--- src/sv/tdf_pkg.sv ---
// Shared constants and types of the trial-division factorizer.
package tdf_pkg;

   // Default build-time choices.
   localparam int VALUE_BITS_DEF  = 32;
   localparam int PRIME_LIMIT_DEF = 65536;

   // Fixed field widths on the streams.
   localparam int MAGNITUDE_BITS = 32;
   localparam int FACTOR_BITS    = 32;

   // Quotient bits retired by the divider in one cycle.
   localparam int DIV_DIGITS = 4;

   // Status returned by the divider to the sequencer.
   typedef struct packed {
      logic done;
      logic rem_zero;
   } div_status_type;

endpackage

--- src/sv/tdf_divider.sv ---
// Iterative restoring divider, four quotient bits per cycle, shared by all trials.
module tdf_divider #(
   parameter int VALUE_BITS   = tdf_pkg::VALUE_BITS_DEF,
   parameter int DIVISOR_BITS = 17
) (
   input  logic                       clock,
   input  logic                       reset,
   input  logic                       start,
   input  logic [VALUE_BITS-1:0]      dividend,
   input  logic [DIVISOR_BITS-1:0]    divisor,
   output logic [VALUE_BITS-1:0]      quotient,
   output tdf_pkg::div_status_type    status
);
   import tdf_pkg::*;

   localparam int CYCLES   = (VALUE_BITS + DIV_DIGITS - 1) / DIV_DIGITS;
   localparam int PAD_BITS = CYCLES * DIV_DIGITS;
   localparam int CNT_BITS = $clog2(CYCLES + 1);

   logic [DIVISOR_BITS-1:0] part_ff, part_in;
   logic [PAD_BITS-1:0]     quo_ff, quo_in;
   logic [DIVISOR_BITS-1:0] divisor_ff;
   logic [CNT_BITS-1:0]     cnt_ff, cnt_in;
   logic                    busy_ff, busy_in;
   logic                    done_ff, done_in;

   // Several restoring steps: shift in the next dividend bit, subtract where it fits.
   always_comb begin
      logic [DIVISOR_BITS:0]   trial;
      logic [DIVISOR_BITS-1:0] part_v;
      logic [PAD_BITS-1:0]     quo_v;
      part_v = part_ff;
      quo_v  = quo_ff;
      for (int i = 0; i < DIV_DIGITS; i++) begin
         trial = {part_v, quo_v[PAD_BITS-1]};
         quo_v = {quo_v[PAD_BITS-2:0], 1'b0};
         if (trial >= {1'b0, divisor_ff}) begin
            trial    = trial - {1'b0, divisor_ff};
            quo_v[0] = 1'b1;
         end
         part_v = trial[DIVISOR_BITS-1:0];
      end
      part_in = part_ff;
      quo_in  = quo_ff;
      cnt_in  = cnt_ff;
      busy_in = busy_ff;
      done_in = 1'b0;
      if (start) begin
         part_in = '0;
         quo_in  = PAD_BITS'(dividend);
         cnt_in  = CNT_BITS'(CYCLES);
         busy_in = 1'b1;
      end else if (busy_ff) begin
         part_in = part_v;
         quo_in  = quo_v;
         cnt_in  = cnt_ff - 1'b1;
         if (cnt_ff == CNT_BITS'(1)) begin
            busy_in = 1'b0;
            done_in = 1'b1;
         end
      end
   end

   // Control state.
   always_ff @(posedge clock) begin
      if (reset) begin
         busy_ff <= 1'b0;
         done_ff <= 1'b0;
      end else begin
         busy_ff <= busy_in;
         done_ff <= done_in;
      end
   end

   // Datapath registers.
   always_ff @(posedge clock) begin
      part_ff <= part_in;
      quo_ff  <= quo_in;
      cnt_ff  <= cnt_in;
      if (start) begin
         divisor_ff <= divisor;
      end
   end

   // Results stay put until the next start.
   assign quotient        = quo_ff[VALUE_BITS-1:0];
   assign status.done     = done_ff;
   assign status.rem_zero = (part_ff == '0);

endmodule

--- src/sv/trial_division_factorizer_unit.sv ---
// Top level of the trial-division factorizer: sequencer, trial divisor wheel and result register.
//
// Channel  Dir  Handshake              Contents
// req_     in   req_tvalid/req_tready  tdata: magnitude; tuser: negative
// rsp_     out  rsp_tvalid/rsp_tready  tdata: factor; tuser: minus_one; tlast: last
//
// One number occupies the block from its transfer until its last factor is stored.
// Trial divisors (2, 3, then 6k-1 and 6k+1) run on the shared divider, four quotient bits a cycle.
// req_tready is high only while the sequencer is idle; a stalled result holds the sequencer.
// Reset is synchronous and clears the sequencer and the result valid flag.
module trial_division_factorizer_unit #(
   parameter int VALUE_BITS  = tdf_pkg::VALUE_BITS_DEF,
   parameter int PRIME_LIMIT = tdf_pkg::PRIME_LIMIT_DEF
) (
   input  logic                               clock,
   input  logic                               reset,
   input  logic                               req_tvalid,
   output logic                               req_tready,
   input  logic [tdf_pkg::MAGNITUDE_BITS-1:0] req_tdata,   // [31:0] magnitude
   input  logic                               req_tuser,   // [0] negative
   output logic                               rsp_tvalid,
   input  logic                               rsp_tready,
   output logic [tdf_pkg::FACTOR_BITS-1:0]    rsp_tdata,   // [31:0] factor
   output logic                               rsp_tuser,   // [0] minus_one
   output logic                               rsp_tlast
);
   import tdf_pkg::*;

   localparam int CAND_BITS = $clog2(PRIME_LIMIT) + 1;
   localparam int SQ_BITS   = 2 * CAND_BITS;
   localparam int CMP_BITS  = (SQ_BITS > VALUE_BITS) ? SQ_BITS : VALUE_BITS;

   localparam logic [2:0] S_IDLE   = 3'd0;
   localparam logic [2:0] S_SIGN   = 3'd1;
   localparam logic [2:0] S_SMALL  = 3'd2;
   localparam logic [2:0] S_SQUARE = 3'd3;
   localparam logic [2:0] S_TEST   = 3'd4;
   localparam logic [2:0] S_DIVIDE = 3'd5;
   localparam logic [2:0] S_DECIDE = 3'd6;

   logic [2:0]             state_ff, state_in;
   logic [VALUE_BITS-1:0]  rem_ff, rem_in;
   logic                   neg_ff, neg_in;
   logic [CAND_BITS-1:0]   cand_ff, cand_in;
   logic                   wheel_ff, wheel_in;
   logic [SQ_BITS-1:0]     sq_ff, sq_in;

   logic                   rsp_valid_ff;
   logic [FACTOR_BITS-1:0] rsp_factor_ff;
   logic                   rsp_minus_ff;
   logic                   rsp_last_ff;

   logic                   slot_free;
   logic                   put_valid;
   logic [FACTOR_BITS-1:0] put_factor;
   logic                   put_minus;
   logic                   put_last;

   logic                   div_start;
   logic [VALUE_BITS-1:0]  div_quotient;
   div_status_type         div_st;

   // Shared divider for every trial.
   tdf_divider #(
      .VALUE_BITS   (VALUE_BITS),
      .DIVISOR_BITS (CAND_BITS)
   ) u_divider (
      .clock    (clock),
      .reset    (reset),
      .start    (div_start),
      .dividend (rem_ff),
      .divisor  (cand_ff),
      .quotient (div_quotient),
      .status   (div_st)
   );

   assign slot_free  = !rsp_valid_ff || rsp_tready;
   assign req_tready = (state_ff == S_IDLE);

   // Sequencer.
   always_comb begin
      state_in   = state_ff;
      rem_in     = rem_ff;
      neg_in     = neg_ff;
      cand_in    = cand_ff;
      wheel_in   = wheel_ff;
      sq_in      = sq_ff;
      div_start  = 1'b0;
      put_valid  = 1'b0;
      put_factor = FACTOR_BITS'(rem_ff);
      put_minus  = 1'b0;
      put_last   = 1'b1;
      unique case (state_ff)
         S_IDLE: begin
            if (req_tvalid) begin
               rem_in   = req_tdata[VALUE_BITS-1:0];
               neg_in   = req_tuser;
               cand_in  = CAND_BITS'(2);
               wheel_in = 1'b0;
               state_in = req_tuser ? S_SIGN : S_SMALL;
            end
         end
         S_SIGN: begin
            // Leading minus-one marker; alone when the magnitude is one.
            put_factor = FACTOR_BITS'(1);
            put_minus  = 1'b1;
            put_last   = (rem_ff == VALUE_BITS'(1));
            if (slot_free) begin
               put_valid = 1'b1;
               state_in  = put_last ? S_IDLE : S_SMALL;
            end
         end
         S_SMALL: begin
            // Zero and one are reported as they are.
            if (rem_ff <= VALUE_BITS'(1)) begin
               if (slot_free) begin
                  put_valid = 1'b1;
                  state_in  = S_IDLE;
               end
            end else begin
               state_in = S_SQUARE;
            end
         end
         S_SQUARE: begin
            sq_in    = SQ_BITS'(cand_ff) * SQ_BITS'(cand_ff);
            state_in = S_TEST;
         end
         S_TEST: begin
            // Cofactor goes out whole once the divisor passes its root (prime) or hits the limit.
            if (cand_ff >= CAND_BITS'(PRIME_LIMIT) ||
                CMP_BITS'(sq_ff) > CMP_BITS'(rem_ff)) begin
               if (slot_free) begin
                  put_valid = 1'b1;
                  state_in  = S_IDLE;
               end
            end else begin
               div_start = 1'b1;
               state_in  = S_DIVIDE;
            end
         end
         S_DIVIDE: begin
            if (div_st.done) begin
               state_in = S_DECIDE;
            end
         end
         S_DECIDE: begin
            if (div_st.rem_zero) begin
               // Divisor found: report it and try the same divisor again.
               put_factor = FACTOR_BITS'(cand_ff);
               put_last   = (div_quotient == VALUE_BITS'(1));
               if (slot_free) begin
                  put_valid = 1'b1;
                  rem_in    = div_quotient;
                  state_in  = put_last ? S_IDLE : S_TEST;
               end
            end else begin
               // Step along the 2, 3, 5, 7, 11, 13 ... wheel.
               if (cand_ff == CAND_BITS'(2)) begin
                  cand_in = CAND_BITS'(3);
               end else if (cand_ff == CAND_BITS'(3)) begin
                  cand_in = CAND_BITS'(5);
               end else begin
                  cand_in  = cand_ff + (wheel_ff ? CAND_BITS'(4) : CAND_BITS'(2));
                  wheel_in = !wheel_ff;
               end
               state_in = S_SQUARE;
            end
         end
         default: begin
            state_in = S_IDLE;
         end
      endcase
   end

   // Control state.
   always_ff @(posedge clock) begin
      if (reset) begin
         state_ff     <= S_IDLE;
         rsp_valid_ff <= 1'b0;
      end else begin
         state_ff <= state_in;
         if (put_valid) begin
            rsp_valid_ff <= 1'b1;
         end else if (rsp_tready) begin
            rsp_valid_ff <= 1'b0;
         end
      end
   end

   // Working and result registers.
   always_ff @(posedge clock) begin
      rem_ff   <= rem_in;
      neg_ff   <= neg_in;
      cand_ff  <= cand_in;
      wheel_ff <= wheel_in;
      sq_ff    <= sq_in;
      if (put_valid) begin
         rsp_factor_ff <= put_factor;
         rsp_minus_ff  <= put_minus;
         rsp_last_ff   <= put_last;
      end
   end

   assign rsp_tvalid = rsp_valid_ff;
   assign rsp_tdata  = rsp_factor_ff;
   assign rsp_tuser  = rsp_minus_ff;
   assign rsp_tlast  = rsp_last_ff;

   // The block takes one number at a time.
   a_one_at_a_time: assert property (@(posedge clock) disable iff (reset)
      req_tvalid && req_tready |=> !req_tready)
      else $error("input accepted while a number was still in work");

   // The divider reports completion only to a waiting sequencer.
   a_done_when_waiting: assert property (@(posedge clock) disable iff (reset)
      div_st.done |-> state_ff == S_DIVIDE)
      else $error("divider finished outside a division");

   // Trial divisors are 2 or odd.
   a_divisor_odd: assert property (@(posedge clock) disable iff (reset)
      state_ff == S_TEST |-> cand_ff[0] || cand_ff == CAND_BITS'(2))
      else $error("even trial divisor above two");

   // Trials only run on a cofactor above one.
   a_cofactor_live: assert property (@(posedge clock) disable iff (reset)
      state_ff == S_TEST |-> rem_ff > VALUE_BITS'(1))
      else $error("trial on a finished cofactor");

   // A negative number always opens with its marker.
   a_marker_first: assert property (@(posedge clock) disable iff (reset)
      req_tvalid && req_tready && req_tuser |=> state_ff == S_SIGN && neg_ff)
      else $error("negative number did not start with the sign marker");

endmodule

--- config.mk ---
export PLATFORM = sky130hd
export DESIGN_NAME = trial_division_factorizer_unit
export DESIGN_NICKNAME = d
export VERILOG_FILES = /design/src/sv/tdf_pkg.sv /design/src/sv/tdf_divider.sv /design/src/sv/trial_division_factorizer_unit.sv
export SDC_FILE = /design/constraint.sdc
export NUM_CORES = 1
export LEC_CHECK = 0
export BUFFER_PORTS_ARGS = -buffer_cell sky130_fd_sc_hd__buf_4
export CORE_MARGIN = 2
export CORE_UTILIZATION = 60
export DETAILED_ROUTE_END_ITERATION = 7
export GPL_ROUTABILITY_DRIVEN = 1
export PLACE_DENSITY = 0.76
export SLEW_MARGIN = 20
export SYNTH_ARGS = -nofsm -noshare
export SYNTH_HDL_FRONTEND = slang
export SYNTH_SLANG_ARGS = --single-unit
--- constraint.sdc ---
create_clock -name clock -period 17.7 [get_ports clock]
set_clock_uncertainty 0.15 [all_clocks]
set_input_delay 3.54 -clock clock [delete_from_list [all_inputs] [get_ports clock]]
set_output_delay 3.54 -clock clock [all_outputs]
set_load 0.03 [all_outputs]
==> Implementation_results.wiki, run 1 <==
{| class="wikitable"
! Metric !! Value
|-
| Outcome || finished clean
|-
| Initial antenna violation count || 1
|-
| Slew at the pin with the worst max-slew slack || slightly above 1 ns
|-
| Number of buffers between clock root and the deepest sink || 2
|-
| Average routed wire per standard cell || 20.5 um
|-
| Number of I/O pins || between 70 and 80
|-
| Number of enable-type register cells in the synthesized netlist || around 170
|-
| Total count of max-transition violations in the final report || 0
|-
| Critical path class || flip-flop to flip-flop
|-
| Required arrival time at the worst endpoint || 17.96 ns
|-
| Slew Limit Headroom || 32.0%
|-
| Setup crit start || u_divider.divisor_ff[1]
|-
| Nature of the critical path startpoint || flip-flop
|-
| Crit-path slowest cell || or2_1
|-
| Worst reg2reg endpoint || u_divider.part_ff[2]
|-
| FF-to-FF Start || u_divider.divisor_ff[1]
|-
| Crit Path Max Fanout || 25
|-
| GPL Wtd Cong || ~0.94
|-
| Number of global-route vias before repair || 16500
|-
| Grt ovf || 0
|-
| CTS buffer count || 17
|-
| Pre-CTS setup slack || 6.69 ns
|-
| Fraction of registers with async set/reset || 0%
|-
| Net Count, Synth || between 2000 and 3000
|-
| Initial core utilization || 61.0%
|-
| Critical path data arrival time || between 10 and 15 ns
|-
| Critical hold path startpoint || u_divider.cnt_ff[1]
|-
| Final #Nets || around 2600
|-
| Standard cell core area || 33500 sq um
|-
| Share of Yosys cell area claimed by the top area cell type || 24.4%
|-
| Simple-gate area share of the yosys netlist || between 10% and 20%
|-
| Final wirelength || 54.4 mm
|-
| Die Footprint || 35600 sq um
|-
| Area share of xor/xnor cells in the synthesized design || 4.62%
|-
| Antenna viol nets, final || 0
|-
| Detailed-route vias per instance || 6.00
|-
| Worst reg-to-reg path cell count || 38
|-
| Clock tree from TritonCTS || done
|-
| Buffers plus inverters on the worst setup path || 4
|-
| Cell at the root of the clock tree || clkbuf_16
|-
| Synthesized-area fraction occupied by adder cells || ~32%
|-
| Synthesis-stage register bit count || 193
|-
| Max-cap viol count || 0
|-
| Compound-cell area share of the yosys netlist || 11.5%
|-
| Most common cell after layout, fill and taps aside || inv_1
|-
| Post-CTS setup repair buffer count || 0
|-
| Number of different library cells in the post-synthesis netlist || 71
|-
| Area leader, netlist || edfxtp_1
|-
| ANT cells || 0
|-
| First-iteration detailed-routing DRC count || 1461
|-
| Pin count of the biggest net entering global routing || 68
|-
| # port buffers || 72
|-
| Leading post-synthesis cells by cell area || edfxtp_1 24%, fa_1 19%, ha_1 13%
|-
| Post-route DRC violation count || 0
|-
| Max frequency || around 0.089 GHz
|-
| Detailed-route via count || 15900
|-
| Final setup fails || 0
|-
| Main combinational cell family by area after synthesis || adder cells
|-
| Most used flip-flop cell after synthesis || edfxtp_1
|-
| End of the worst hold path || u_divider.cnt_ff[1]
|-
| Count of standard-cell rows || 67
|-
| Clock-pin transition on the worst setup and hold timing paths || 0.09 ns
|-
| Post-Syn Area || 20500 sq um
|-
| Kind of cell adding the most delay to the critical path || compound AO/OA/AOI/OAI gates
|-
| Critical Path Sink Type || flip-flop
|-
| Die H || 189 um
|-
| Mean instance size in the synthesized netlist || 9.53 sq um
|-
| Post-route worst setup slack || 6.52 ns
|-
| Count of endpoints failing hold in the final timing report || 0
|-
| Clock Latency Late Sink || ~0.46 ns
|-
| Yosys warning total || 0
|-
| Layout cells sized above 1 || under 10%
|-
| Number of gates resized after cts || 0
|-
| Minimum period implied by the final worst setup slack || ~11 ns
|-
| Unrepaired setup endpoints after global routing || false
|-
| Biggest cell delay along the critical path || 0.66 ns
|-
| Clock H-tree levels || 4
|-
| Total of hold buffers inserted after clock tree synthesis || 0
|-
| Sum of negative setup slack || 0 ns
|-
| Number of fill cells || about 2700
|-
| Mux contribution to synthesized area || 2.96%
|-
| Area growth, synth to finish || 8.12%
|-
| Detailed Routing Iterations Pass 1 || 5
|-
| Detailed placer's ending HPWL || 42.2 mm
|-
| Global-route wire length before repair || 87.5 mm
|-
| Period utilisation layout || 63.2%
|-
| Path type of the worst min-delay path || flip-flop to flip-flop
|-
| Instance count along the most critical hold path || 2
|-
| Gate count after technology mapping || around 2100
|-
| Clk sinks || 193
|-
| DIE WIDTH || 189 um
|-
| Global-route usage over all layers || about a third
|-
| Commonest cells after routing, fill and taps aside || 304 x inv_1, 270 x nand2_1, 210 x ha_1
|-
| Register-to-register setup slack || between 6 and 7 ns
|-
| Share of synthesized area occupied by flip-flops and latches || a little over a quarter
|}
cells by family after synthesis:
logic type / Yosys count
AOI/OAI and AO/OA: 365
xor gates and xnor gates: 108
adders and majority gates: 408
buffers and inverters: 378
DFF: 193
muxes: 56
and+or+nand+nor: 640
stage by stage:
| step | instances | hold slack (ns) | cell area (sq um) | util (%) |
|---|---|---|---|---|
| floorplan | 2148 | 0.274 | 20500 | - |
| global placement | 2624 | 0.333 | 21500 | 64.2 |
| detailed placement | 2624 | 0.344 | 21500 | 64.2 |
| CTS | 2656 | 0.369 | 22100 | 66.0 |
| global route | 2656 | 0.405 | 22100 | 66.0 |
| finish | 2656 | 0.371 | 22100 | 66.0 |
cell usage after synthesis, types with 42 or more instances:
cell and number:
inv_1 304, nand2_1 270, ha_1 210, fa_1 198
edfxtp_1 166, nor2_1 116, a21oi_1 91, o21ai_0 84
xnor2_1 71, clkbuf_1 65, and2_1 60, a21o_1 49
nor3_1 42
metal layers:
layer	global-route usage (%)	wire, um	vias to the layer above
met5	0	0	-
met4	11.0	1930	0
met3	4.32	3480	130
met2	54.0	26500	574
met1	41.5	22400	7851
li1	-	-	7386
sequential cells by signal, summed over array words and instances, names as in the netlist:
| name | cells |
|---|---|
| cand_ff | 17 |
| rem_ff | 32 |
| rsp_tdata | 32 |
| rsp_tlast | 1 |
| rsp_tuser | 1 |
| rsp_tvalid | 1 |
| sq_ff | 33 |
| state_ff | 3 |
| u_divider.busy_ff | 1 |
| u_divider.cnt_ff | 4 |
| u_divider.divisor_ff | 17 |
| u_divider.done_ff | 1 |
| u_divider.part_ff | 17 |
| u_divider.quotient | 32 |
| wheel_ff | 1 |
how the worst max path moves through the flow:
stage                            to  slack [ns]  cells past startpoint
2_1_floorplan  u_divider.part_ff[2]        7.53                     41
3_3_place_gp   u_divider.part_ff[2]        6.87                     40
3_5_place_dp   u_divider.part_ff[2]        6.69                     38
4_1_cts        u_divider.part_ff[2]        6.61                     38
5_1_grt        u_divider.part_ff[2]        5.89                     38
6_report       u_divider.part_ff[2]        6.52                     38
worst min-delay path: cells and delay by family (launching register included):
family / cells / cell delay, ns
AOI/OAI and AO/OA: 1 / 0.05
and+or+nand+nor: 1 / 0.09
DFF: 1 / 0.33
cell type report:
type | count | area (sq um) | area share, %
clock buffer | 17 | 425 | 1.92
clock inverter | 15 | 179 | 0.809
inverter | 306 | 1150 | 5.19
multi-input combinational | 1577 | 13500 | 61.2
sequential | 193 | 5530 | 25.0
tap | 448 | 561 | 2.53
timing repair buffer | 100 | 751 | 3.39
Power of run 1 is left out: the tool's default activity adds up to more than one toggle a clock period on the data nets, which glitch-free logic cannot reach.
==> run 2, diff against run 1 <==
==> constraint.sdc (replaced) <==
create_clock -name clock -period 10.8 [get_ports clock]
set_clock_uncertainty 0.15 [all_clocks]
set_input_delay 2.16 -clock clock [delete_from_list [all_inputs] [get_ports clock]]
set_output_delay 2.16 -clock clock [all_outputs]
set_load 0.03 [all_outputs]
==> Implementation_results.wiki, run 2 (same netlist as run 1, synthesis figures left out) <==
{| class="wikitable"
! Metric !! Value
|-
| Outcome || finished clean
|-
| Most common cell after layout, fill and taps aside || inv_1
|-
| Die H || 189 um
|-
| Die Footprint || approximately 36000 sq um
|-
| Post-route worst setup slack || 0.588 ns
|-
| Detailed-route via count || 16100
|-
| Clock tree from TritonCTS || done
|-
| GPL Wtd Cong || 0.926
|-
| Commonest cells after routing, fill and taps aside || 303 x inv_1, 270 x nand2_1, 210 x ha_1
|-
| Sum of negative setup slack || 0 ns
|-
| Global-route usage over all layers || a little under a third
|-
| Clock-pin transition on the worst setup and hold timing paths || 0.09 ns
|-
| Critical Path Sink Type || flip-flop
|-
| Cell at the root of the clock tree || clkbuf_16
|-
| Detailed-route vias per instance || 6.05
|-
| Slew Limit Headroom || 10.4%
|-
| Number of flip-flops in the largest register || 33
|-
| Number of fill cells || 2633
|-
| End of the worst hold path || u_divider.cnt_ff[3]
|-
| Number of global-route vias before repair || 16400
|-
| ANT cells || 0
|-
| Critical path class || flip-flop to flip-flop
|-
| Sequential standard cell area || around 5500 sq um
|-
| Pin count of the biggest net entering global routing || between 60 and 70
|-
| Initial antenna violation count || 0
|-
| Path type of the worst min-delay path || flip-flop to flip-flop
|-
| Detailed Routing Iterations Pass 1 || 8
|-
| # port buffers || 72
|-
| Worst reg2reg endpoint || u_divider.part_ff[1]
|-
| Register-to-register setup slack || 0.59 ns
|-
| Count of standard-cell rows || 67
|-
| Crit Path Max Fanout || 13
|-
| Max-cap viol count || 0
|-
| DIE WIDTH || 189 um
|-
| Clk sinks || 193
|-
| Total of hold buffers inserted after clock tree synthesis || 0
|-
| Slew at the pin with the worst max-slew slack || around 1.3 ns
|-
| Critical hold path startpoint || u_divider.cnt_ff[3]
|-
| Final setup fails || 0
|-
| FF-to-FF Start || u_divider.divisor_ff[0]
|-
| Average routed wire per standard cell || 20.7 um
|-
| Crit-path slowest cell || edfxtp_1
|-
| Pre-CTS setup slack || roughly 0.15 ns
|-
| Initial core utilization || 61.0%
|-
| CTS buffer count || 17
|-
| Area growth, synth to finish || 9.10%
|-
| Antenna viol nets, final || 0
|-
| Layout cells sized above 1 || around a tenth
|-
| Post-route DRC violation count || 0
|-
| First-iteration detailed-routing DRC count || 1538
|-
| Period utilisation layout || 94.6%
|-
| Nature of the critical path startpoint || flip-flop
|-
| Instance count along the most critical hold path || 2
|-
| Critical path data arrival time || 10.44 ns
|-
| Grt ovf || 0
|-
| Minimum hold slack || 0.358 ns
|-
| Count of endpoints failing hold in the final timing report || 0
|-
| Worst reg-to-reg path cell count || 39
|-
| Global-route wire length before repair || around 87 mm
|-
| Number of I/O pins || 73
|-
| Total count of max-transition violations in the final report || 0
|-
| Clock H-tree levels || 4
|-
| Clock Latency Late Sink || around 0.46 ns
|-
| Detailed placer's ending HPWL || 42.7 mm
|-
| Top cell by count, worst path || ha_1
|-
| Final instance count without filler cells || 2668
|-
| Minimum period implied by the final worst setup slack || 10.21 ns
|-
| Area of the multi-input gates || ~14000 sq um
|-
| Register bank with the most flops || sq_ff
|-
| Final #Nets || 2652
|-
| Standard cell core area || approximately 34000 sq um
|-
| Number of buffers between clock root and the deepest sink || 2
|-
| Final wirelength || 55.1 mm
|-
| Biggest cell delay along the critical path || 0.49 ns
|-
| Max frequency || 0.0979 GHz
|-
| Instance count after placement with tap cells included || 2628
|-
| Required arrival time at the worst endpoint || roughly 11 ns
|}
## run 2: how the worst max path moves through the flow
stage	startpoint	endpoint	slack, ns	cells after the start
floorplan	u_divider.divisor_ff[1]	u_divider.part_ff[2]	0.63	41
global placement	u_divider.divisor_ff[1]	u_divider.part_ff[0]	0.34	38
detailed placement	u_divider.divisor_ff[1]	u_divider.part_ff[0]	0.15	38
CTS	u_divider.divisor_ff[1]	u_divider.part_ff[5]	0.05	38
global route	u_divider.divisor_ff[0]	u_divider.part_ff[4]	-0.02	40
finish	u_divider.divisor_ff[0]	u_divider.part_ff[1]	0.59	39
## run 2: final cells by class
| class | count | area share, % |
|---|---|---|
| clock buffer | 17 | 1.91 |
| clock inverter | 15 | 0.986 |
| inverter | 306 | 5.14 |
| multi-input combinational | 1577 | 60.9 |
| sequential | 193 | 24.7 |
| tap | 448 | 2.51 |
| timing repair buffer | 112 | 3.86 |
## run 2: timing repair
item,CTS,global route
gates resized for setup,0,12
endpoints found under the setup margin,0,18
buffers inserted,0,8
endpoints found under the hold margin,0,0
## run 2: critical path, delay by kind of cell, from the launching register on
kind                       cells  cell delay [ns]
AOI/OAI and AO/OA             17             4.40
muxes                          5             1.43
adders and majority gates      5             1.43
and+or+nand+nor                7             1.27
DFF                            1             0.49
buffers and inverters          5             0.94
## run 2: through the flow
step | instance area [sq um] | utilization [%]
floorplan | 20500 | -
global placement | 21600 | 64.3
detailed placement | 21600 | 64.3
CTS | 22200 | 66.2
global route | 22300 | 66.6
finish | 22300 | 66.6
## run 2: metal layers
metal  part of all wire [%]  track usage, %
met2                     49            54.4
met1                     40            41.4
met3                    7.0            4.00
met4                    3.4            10.7
met5                      0               0
Power of run 2 is left out for the same reason.
